**src/rtl/ffca_pkg.sv**
```systemverilog
`default_nettype none
package ffca_pkg;

  localparam int MEM_CELLS_DEF  = 512;
  localparam int MAX_OWNERS_DEF = 32;

  // Port field widths.
  localparam int SIZE_W  = 10;
  localparam int TAG_W   = 5;
  localparam int CELL_W  = 9;
  localparam int STAT_W  = 2;

  // Commands.
  localparam logic CMD_ALLOC = 1'b0;
  localparam logic CMD_FREE  = 1'b1;

  // Result status codes.
  localparam logic [STAT_W-1:0] ST_DONE    = 2'd0;
  localparam logic [STAT_W-1:0] ST_NOFIT   = 2'd1;
  localparam logic [STAT_W-1:0] ST_NOOWNER = 2'd2;
  localparam logic [STAT_W-1:0] ST_UNKNOWN = 2'd3;

  // Requests from the controller to the cell map.
  typedef struct packed {
    logic scan_go;
    logic fill_go;
  } map_req_t;

  // Status from the cell map back to the controller.
  typedef struct packed {
    logic idle;
    logic done;
    logic found;
  } map_rsp_t;

endpackage
`default_nettype wire

```
**src/rtl/ffca_cell_map.sv**
```systemverilog
`default_nettype none
module ffca_cell_map #(
  parameter int MEM_CELLS  = ffca_pkg::MEM_CELLS_DEF,
  parameter int MAX_OWNERS = ffca_pkg::MAX_OWNERS_DEF,
  localparam int CW = $clog2(MEM_CELLS),
  localparam int SW = CW + 1,
  localparam int OW = $clog2(MAX_OWNERS)
) (
  input  wire logic               clk,
  input  wire logic               rst_n,
  input  wire ffca_pkg::map_req_t req,
  input  wire logic [SW-1:0]      size,
  input  wire logic [CW-1:0]      fill_first,
  input  wire logic [CW-1:0]      fill_last,
  input  wire logic [OW-1:0]      fill_val,
  output ffca_pkg::map_rsp_t      rsp,
  output logic [CW-1:0]           run_first,
  output logic [CW-1:0]           run_last
);

  localparam logic [1:0] M_CLEAR = 2'd0;
  localparam logic [1:0] M_IDLE  = 2'd1;
  localparam logic [1:0] M_SCAN  = 2'd2;
  localparam logic [1:0] M_FILL  = 2'd3;

  localparam logic [CW-1:0] LAST = CW'(MEM_CELLS - 1);

  logic [OW-1:0] cell_mem [MEM_CELLS];

  logic [1:0]    state_r, state_nxt;
  logic [CW-1:0] cnt_r, cnt_nxt;
  logic [CW-1:0] issue_r, issue_nxt;
  logic [CW-1:0] flast_r, flast_nxt;
  logic [OW-1:0] fval_r, fval_nxt;
  logic [SW-1:0] run_r, run_nxt;
  logic          rd_vld_r, rd_vld_nxt;
  logic [CW-1:0] rd_addr_r;
  logic [OW-1:0] rdata_r;
  logic          done_r, done_nxt;
  logic          found_r, found_nxt;
  logic [CW-1:0] first_r, first_nxt;
  logic [CW-1:0] last_r, last_nxt;

  logic          we;
  logic [CW-1:0] waddr;
  logic [OW-1:0] wdata;
  logic [SW-1:0] run_inc;
  logic [SW-1:0] first_calc;

  always_ff @(posedge clk) begin
    if (we) begin
      cell_mem[waddr] <= wdata;
    end
    rdata_r   <= cell_mem[issue_r];
    rd_addr_r <= issue_r;
  end

  assign run_inc    = (rdata_r == '0) ? run_r + SW'(1) : '0;
  assign first_calc = SW'(rd_addr_r) + SW'(1) - size;

  always_comb begin
    state_nxt  = state_r;
    cnt_nxt    = cnt_r;
    issue_nxt  = issue_r;
    flast_nxt  = flast_r;
    fval_nxt   = fval_r;
    run_nxt    = run_r;
    rd_vld_nxt = 1'b0;
    done_nxt   = 1'b0;
    found_nxt  = found_r;
    first_nxt  = first_r;
    last_nxt   = last_r;
    we         = 1'b0;
    waddr      = cnt_r;
    wdata      = fval_r;
    unique case (state_r)
      M_CLEAR: begin
        we    = 1'b1;
        wdata = '0;
        cnt_nxt = cnt_r + CW'(1);
        if (cnt_r == LAST) begin
          state_nxt = M_IDLE;
        end
      end
      M_IDLE: begin
        if (req.scan_go) begin
          state_nxt = M_SCAN;
          issue_nxt = '0;
          run_nxt   = '0;
        end else if (req.fill_go) begin
          state_nxt = M_FILL;
          cnt_nxt   = fill_first;
          flast_nxt = fill_last;
          fval_nxt  = fill_val;
        end
      end
      M_SCAN: begin
        rd_vld_nxt = 1'b1;
        if (issue_r != LAST) begin
          issue_nxt = issue_r + CW'(1);
        end
        if (rd_vld_r) begin
          run_nxt = run_inc;
          if (run_inc == size) begin
            state_nxt  = M_IDLE;
            rd_vld_nxt = 1'b0;
            done_nxt   = 1'b1;
            found_nxt  = 1'b1;
            first_nxt  = first_calc[CW-1:0];
            last_nxt   = rd_addr_r;
          end else if (rd_addr_r == LAST) begin
            state_nxt  = M_IDLE;
            rd_vld_nxt = 1'b0;
            done_nxt   = 1'b1;
            found_nxt  = 1'b0;
          end
        end
      end
      M_FILL: begin
        we      = 1'b1;
        cnt_nxt = cnt_r + CW'(1);
        if (cnt_r == flast_r) begin
          state_nxt = M_IDLE;
          done_nxt  = 1'b1;
        end
      end
      default: state_nxt = M_IDLE;
    endcase
  end

  always_ff @(posedge clk) begin
    if (!rst_n) begin
      state_r  <= M_CLEAR;
      cnt_r    <= '0;
      rd_vld_r <= 1'b0;
      done_r   <= 1'b0;
    end else begin
      state_r  <= state_nxt;
      cnt_r    <= cnt_nxt;
      rd_vld_r <= rd_vld_nxt;
      done_r   <= done_nxt;
    end
    issue_r <= issue_nxt;
    flast_r <= flast_nxt;
    fval_r  <= fval_nxt;
    run_r   <= run_nxt;
    found_r <= found_nxt;
    first_r <= first_nxt;
    last_r  <= last_nxt;
  end

  assign rsp.idle   = (state_r == M_IDLE);
  assign rsp.done   = done_r;
  assign rsp.found  = found_r;
  assign run_first  = first_r;
  assign run_last   = last_r;

endmodule
`default_nettype wire

```
**src/rtl/first_fit_cell_allocator_core.sv**
```systemverilog
// Allocate: the cell map is scanned from cell 0 up to the last cell of the chosen run, and
// the run is then written with the new owner number.
// A refused allocate answers either without a scan or after the whole map is scanned in vain.
// Free: the freed region is written back to zero; an unknown owner is answered without a fill.
// The cell map memory is read or written one cell a cycle; one item at a time.
// After reset a clearing pass frees every cell while in_ready stays low.
`default_nettype none
module first_fit_cell_allocator_core #(
  parameter int MEM_CELLS  = ffca_pkg::MEM_CELLS_DEF,
  parameter int MAX_OWNERS = ffca_pkg::MAX_OWNERS_DEF
) (
  input  wire logic                          clk,
  input  wire logic                          rst_n,
  input  wire logic                          in_valid,
  output logic                               in_ready,
  input  wire logic                          in_command,
  input  wire logic [ffca_pkg::SIZE_W-1:0]   in_block_size,
  input  wire logic [ffca_pkg::TAG_W-1:0]    in_owner_tag,
  output logic                               out_valid,
  input  wire logic                          out_ready,
  output logic [ffca_pkg::STAT_W-1:0]        out_status,
  output logic [ffca_pkg::TAG_W-1:0]         out_owner_out,
  output logic [ffca_pkg::CELL_W-1:0]        out_start_cell,
  output logic [ffca_pkg::CELL_W-1:0]        out_end_cell
);

  localparam int CW = $clog2(MEM_CELLS);
  localparam int SW = CW + 1;
  localparam int OW = $clog2(MAX_OWNERS);
  localparam int NW = OW + 1;

  // Controller states.
  localparam logic [2:0] S_IDLE = 3'd0;
  localparam logic [2:0] S_SCAN = 3'd1;
  localparam logic [2:0] S_RTAB = 3'd2;
  localparam logic [2:0] S_FILL = 3'd3;
  localparam logic [2:0] S_RESP = 3'd4;

  // Region table: first and last cell per owner. Entries are only read for a live
  // owner, so the table needs no reset; live bits sit in flip-flops.
  logic [2*CW-1:0] region_mem [MAX_OWNERS];
  logic [2*CW-1:0] rtab_rdata_r;
  logic            rtab_we;
  logic [OW-1:0]   rtab_waddr;
  logic [OW-1:0]   rtab_raddr;

  logic [2:0]      state_r, state_nxt;
  logic [NW-1:0]   next_owner_r, next_owner_nxt;
  logic [MAX_OWNERS-1:0] live_r, live_nxt;
  logic [SW-1:0]   size_r, size_nxt;
  logic [OW-1:0]   tag_r, tag_nxt;

  // Pending result, held until the output register can take it.
  logic [ffca_pkg::STAT_W-1:0] res_status_r, res_status_nxt;
  logic [OW-1:0]   res_owner_r, res_owner_nxt;
  logic [CW-1:0]   res_first_r, res_first_nxt;
  logic [CW-1:0]   res_last_r, res_last_nxt;

  logic            out_valid_r, out_valid_nxt;
  logic [ffca_pkg::STAT_W-1:0] out_status_r;
  logic [ffca_pkg::TAG_W-1:0]  out_owner_r;
  logic [ffca_pkg::CELL_W-1:0] out_start_r;
  logic [ffca_pkg::CELL_W-1:0] out_end_r;
  logic            out_load;

  ffca_pkg::map_req_t map_req;
  ffca_pkg::map_rsp_t map_rsp;
  logic [CW-1:0]   fill_first, fill_last;
  logic [OW-1:0]   fill_val;
  logic [CW-1:0]   run_first, run_last;

  logic            in_xfer;
  logic            tag_ok;
  logic [OW-1:0]   in_tag_idx;
  logic [OW-1:0]   own_idx;

  assign in_ready   = (state_r == S_IDLE) && map_rsp.idle;
  assign in_xfer    = in_valid && in_ready;
  assign in_tag_idx = OW'(in_owner_tag);
  assign own_idx    = next_owner_r[OW-1:0];
  assign rtab_raddr = in_tag_idx;

  // A free names a known owner only when it is nonzero, in range and still live.
  assign tag_ok = (in_owner_tag != '0) &&
                  (32'(in_owner_tag) < 32'(MAX_OWNERS)) &&
                  live_r[in_tag_idx];

  always_ff @(posedge clk) begin
    if (rtab_we) begin
      region_mem[rtab_waddr] <= {run_first, run_last};
    end
    rtab_rdata_r <= region_mem[rtab_raddr];
  end

  ffca_cell_map #(
    .MEM_CELLS  (MEM_CELLS),
    .MAX_OWNERS (MAX_OWNERS)
  ) u_map (
    .clk        (clk),
    .rst_n      (rst_n),
    .req        (map_req),
    .size       (size_r),
    .fill_first (fill_first),
    .fill_last  (fill_last),
    .fill_val   (fill_val),
    .rsp        (map_rsp),
    .run_first  (run_first),
    .run_last   (run_last)
  );

  // The output register is free when empty or being drained in this cycle.
  assign out_load = !out_valid_r || out_ready;

  always_comb begin
    state_nxt      = state_r;
    next_owner_nxt = next_owner_r;
    live_nxt       = live_r;
    size_nxt       = size_r;
    tag_nxt        = tag_r;
    res_status_nxt = res_status_r;
    res_owner_nxt  = res_owner_r;
    res_first_nxt  = res_first_r;
    res_last_nxt   = res_last_r;
    map_req        = '0;
    fill_first     = run_first;
    fill_last      = run_last;
    fill_val       = own_idx;
    rtab_we        = 1'b0;
    rtab_waddr     = own_idx;
    out_valid_nxt  = out_valid_r && !out_ready;

    unique case (state_r)
      S_IDLE: begin
        if (in_xfer) begin
          size_nxt       = SW'(in_block_size);
          tag_nxt        = in_tag_idx;
          res_status_nxt = ffca_pkg::ST_DONE;
          res_owner_nxt  = '0;
          res_first_nxt  = '0;
          res_last_nxt   = '0;
          if (in_command == ffca_pkg::CMD_ALLOC) begin
            // Owner exhaustion is checked before the size.
            if (next_owner_r >= NW'(MAX_OWNERS)) begin
              res_status_nxt = ffca_pkg::ST_NOOWNER;
              state_nxt      = S_RESP;
            end else if ((in_block_size == '0) ||
                         (32'(in_block_size) > 32'(MEM_CELLS))) begin
              res_status_nxt = ffca_pkg::ST_NOFIT;
              state_nxt      = S_RESP;
            end else begin
              state_nxt = S_SCAN;
            end
          end else begin
            if (tag_ok) begin
              // The region table read issued this cycle returns in S_RTAB.
              live_nxt[in_tag_idx] = 1'b0;
              state_nxt            = S_RTAB;
            end else begin
              res_status_nxt = ffca_pkg::ST_UNKNOWN;
              state_nxt      = S_RESP;
            end
          end
        end
      end
      S_SCAN: begin
        // The scan request goes out once, on the first cycle the map is idle.
        map_req.scan_go = map_rsp.idle && !map_rsp.done;
        if (map_rsp.done) begin
          if (map_rsp.found) begin
            map_req.fill_go       = 1'b1;
            rtab_we               = 1'b1;
            live_nxt[own_idx]     = 1'b1;
            next_owner_nxt        = next_owner_r + NW'(1);
            res_owner_nxt         = own_idx;
            res_first_nxt         = run_first;
            res_last_nxt          = run_last;
            state_nxt             = S_FILL;
          end else begin
            res_status_nxt = ffca_pkg::ST_NOFIT;
            state_nxt      = S_RESP;
          end
        end
      end
      S_RTAB: begin
        fill_first      = rtab_rdata_r[2*CW-1:CW];
        fill_last       = rtab_rdata_r[CW-1:0];
        fill_val        = '0;
        map_req.fill_go = 1'b1;
        res_owner_nxt   = tag_r;
        res_first_nxt   = rtab_rdata_r[2*CW-1:CW];
        res_last_nxt    = rtab_rdata_r[CW-1:0];
        state_nxt       = S_FILL;
      end
      S_FILL: begin
        if (map_rsp.done) begin
          state_nxt = S_RESP;
        end
      end
      S_RESP: begin
        if (out_load) begin
          out_valid_nxt = 1'b1;
          state_nxt     = S_IDLE;
        end
      end
      default: state_nxt = S_IDLE;
    endcase
  end

  always_ff @(posedge clk) begin
    if (!rst_n) begin
      state_r      <= S_IDLE;
      next_owner_r <= NW'(1);
      live_r       <= '0;
      out_valid_r  <= 1'b0;
    end else begin
      state_r      <= state_nxt;
      next_owner_r <= next_owner_nxt;
      live_r       <= live_nxt;
      out_valid_r  <= out_valid_nxt;
    end
    size_r       <= size_nxt;
    tag_r        <= tag_nxt;
    res_status_r <= res_status_nxt;
    res_owner_r  <= res_owner_nxt;
    res_first_r  <= res_first_nxt;
    res_last_r   <= res_last_nxt;
    if ((state_r == S_RESP) && out_load) begin
      out_status_r <= res_status_r;
      out_owner_r  <= ffca_pkg::TAG_W'(res_owner_r);
      out_start_r  <= ffca_pkg::CELL_W'(res_first_r);
      out_end_r    <= ffca_pkg::CELL_W'(res_last_r);
    end
  end

  assign out_valid      = out_valid_r;
  assign out_status     = out_status_r;
  assign out_owner_out  = out_owner_r;
  assign out_start_cell = out_start_r;
  assign out_end_cell   = out_end_r;

endmodule
`default_nettype wire
```
**config.mk**
```make
export PLATFORM = sky130hd
export DESIGN_NAME = first_fit_cell_allocator_core
export DESIGN_NICKNAME = d
export VERILOG_FILES = /design/src/rtl/ffca_pkg.sv /design/src/rtl/ffca_cell_map.sv /design/src/rtl/first_fit_cell_allocator_core.sv
export SDC_FILE = /design/constraint.sdc
export NUM_CORES = 2
export LEC_CHECK = 0
export BUFFER_PORTS_ARGS = -buffer_cell sky130_fd_sc_hd__buf_2
export CAP_MARGIN = 20
export CORE_AREA = 2 2 615 617
export DETAILED_ROUTE_END_ITERATION = 10
export DIE_AREA = 0 0 617 619
export GPL_ROUTABILITY_DRIVEN = 0
export PLACE_DENSITY = 0.52
export SYNTH_ARGS = -nofsm -noshare
export SYNTH_HDL_FRONTEND = slang
export SYNTH_HIERARCHICAL = 1
export SYNTH_SLANG_ARGS = --single-unit
```
**constraint.sdc**
```tcl
create_clock -name clk -period 15.77 [get_ports clk]
set_clock_uncertainty 0.1 [all_clocks]
set_input_delay 0 -clock clk [delete_from_list [all_inputs] [get_ports clk]]
set_output_delay 0 -clock clk [all_outputs]
set_load 0.1 [all_outputs]
```
==> metrics.txt <==
Syn Area/Cell 20.52 µm²; Net Count, Synth 6433; H-tree levels 5; Synth Warn # 6; die height 619 µm; detailed-router iteration count before antenna repair 6; Max Cap Viol 0; commonest cells after routing, fill and taps aside edfxtp_1, mux4_2, nor2_1, clkbuf_16, nand2_1; leading post-synthesis cells by cell area edfxtp_1, mux4_2, nor2_1; Total Routing Usage GR 18.63%; Setup TNS 0 ps; port buffer count 46; final wirelength 361800 µm; Area Overhead vs Synth 13.98%; via density per instance 5.526; post-CTS sizing 0; Sink Count 3340; First DRT Iteration DRCs 8017; Post-Layout Cell Count 11890; global-route wire length before repair 510700 µm; Most used DFF post-synth edfxtp_1; Core Util, Final 39.83%; Setup-failing EPs final 0; crit path DAT 6730 ps; Nets 6646; Remaining DRCs 0; Final min period 6012 ps; crit-path max FO 45; Max Fclk 166.3 MHz; max-slew violation count 0; Static Leak 41.63 nW; area share of the largest cell type after synthesis 74.60%; initial antenna violation count 16; Power Total 18.00 mW; Root Buffer clkbuf_16; Post-synth ARST share 0%; final hold violations 0; Hold WC Path Type in2reg; CP Class reg2reg; initial core utilization 34.94%; Synth area leader edfxtp_1; synthesized cell area 0.1309 mm²; crit start category flop; Synth Register Bits 3340; WL per Instance 30.43 µm; Final HPWL DP 209700 µm; PD cells 120.6 mW/mm²; CTS tree yes; # rows 225; Setup crit end kind flop; number of flops mapped to enable cells by yosys 3253; RSZ-0062 raised after global routing false; GRT overflow 0; Die X-Extent 617 µm; worst vdd ir 0.08517 mV; Yosys cell types 79; Seq/Total Area, Yosys 75.93%; CP required 16490 ps; Final Cycle Share 38.12%; Worst-path clk slew 60 ps; Inst Count DP 11180; remaining antenna violation count 0; Top Ports 47; Slew HR 14.66%; CTS Buf Count 353; vias in the first global route 66260; Clock Latency Late Sink 910 ps; # hold bufs at CTS 40; fraction of layout cells with a size suffix above 1 24.30%; maximum clock insertion buffer count 4; run status finished, final reports clean; area of the core 0.3747 mm²; largest net degree at the start of global routing 224; most common cell after layout, fill and taps aside edfxtp_1; Cells after Synth 6381; worst slew pin tran 1280 ps; post-CTS setup repair buffer count 0; vias 65700; area of the die 0.3819 mm²
[per-layer routing]
metal / vias up / routed length (µm) / part of all wire, % / GRT usage, %
li1: 26770 / - / - / -
met1: 35980 / 158700 / 44 / 27.35
met2: 2530 / 169200 / 47 / 29.29
met3: 420 / 26760 / 7.4 / 3.086
met4: 4 / 7139 / 2.0 / 3.849
met5: - / 27 / 0.0075 / 0
[final timing paths]
path | start | end | slack, ps | cells after the start
setup / recovery | u_map/issue_r[0] | u_map/rdata_r[2] | 9760 | 12
hold / removal | in_command | state_r[2] | 160 | 5
setup reg to reg | u_map/issue_r[0] | u_map/rdata_r[2] | 9760 | 12
hold reg to reg | res_last_r[4] | out_end_cell[4] | 320 | 0
[flip-flops by register name, indices dropped and copies added, names as in the netlist, 6 cells and up]
signal	flops
u_map/cell_mem	2560
out_start_cell	9
u_map/issue_r	9
u_map/rd_addr_r	9
out_end_cell	9
next_owner_r	6
u_map/cnt_r	9
region_mem	576
u_map/run_first	9
size_r	10
u_map/flast_r	9
u_map/run_last	9
live_r	32
res_last_r	9
u_map/run_r	10
rtab_rdata_r	18
res_first_r	9
[cells by family after synthesis]
group                      Yosys count  share of synthesized area (%)
and+or+nand+nor                   1011                          3.296
AOI/OAI and AO/OA                  501                          2.756
buffers and inverters              441                          1.760
adders and majority gates           32                         0.3115
xor gates and xnor gates            36                         0.2513
muxes                             1020                          15.69
DFF                               3340                          75.93
[worst max-delay path, cell delays in order (launching register included)]
cell       delay, ps
edfxtp_1         350
buf_4            690
buf_4            820
buf_4            750
buf_4            650
mux4_2           610
nand2_1           90
a21oi_1           90
a2111oi_0        540
nor3_1            90
a221oi_1         240
o221ai_1         380
o32a_1           280
[synthesized netlist by cell type, types with 24 or more instances]
cell type	number
o22ai_1	39
mux2_2	26
buf_4	47
o21ai_0	90
clkbuf_1	185
a22oi_1	97
a211oi_1	27
a21oi_1	70
nand2_1	188
edfxtp_1	3253
dfxtp_1	87
buf_2	77
buf_1	44
nand4_1	29
nor3_1	28
o221ai_1	24
a22o_1	27
mux4_2	823
nor2b_1	32
inv_1	38
ha_1	31
buf_6	45
nor2_1	615
mux2i_1	170
[final cells by class]
cell class	instances	area [µm²]
multi-input combinational	2600	29700
tap	4994	6248
sequential	3340	99430
inverter	40	157.7
fill	33130	225500
clock buffer	428	9294
clock inverter	223	2156
timing repair buffer	259	2245
antenna	5	12.51
[metrics by stage]
step           worst slack (ps)  hold WS, ps  instance area (µm²)
3_3_place_gp               9394        96.18               137100
3_5_place_dp               9707        103.4               137200
4_1_cts                    9718        77.71               149000
2_1_floorplan              6144       -1.131               130900
5_1_grt                    9259        142.8               149200
6_report                   9758        162.7               149200
[report_power, final]
part / switching, mW / total [mW] / internal, mW
sequential: 0.0117 / 9.61 / 9.60
clock: 3.47 / 8.23 / 4.75
combinational: 0.119 / 0.169 / 0.0496
total: 3.60 / 18.0 / 14.4
Note: power is estimated with default switching activity, not from simulation.
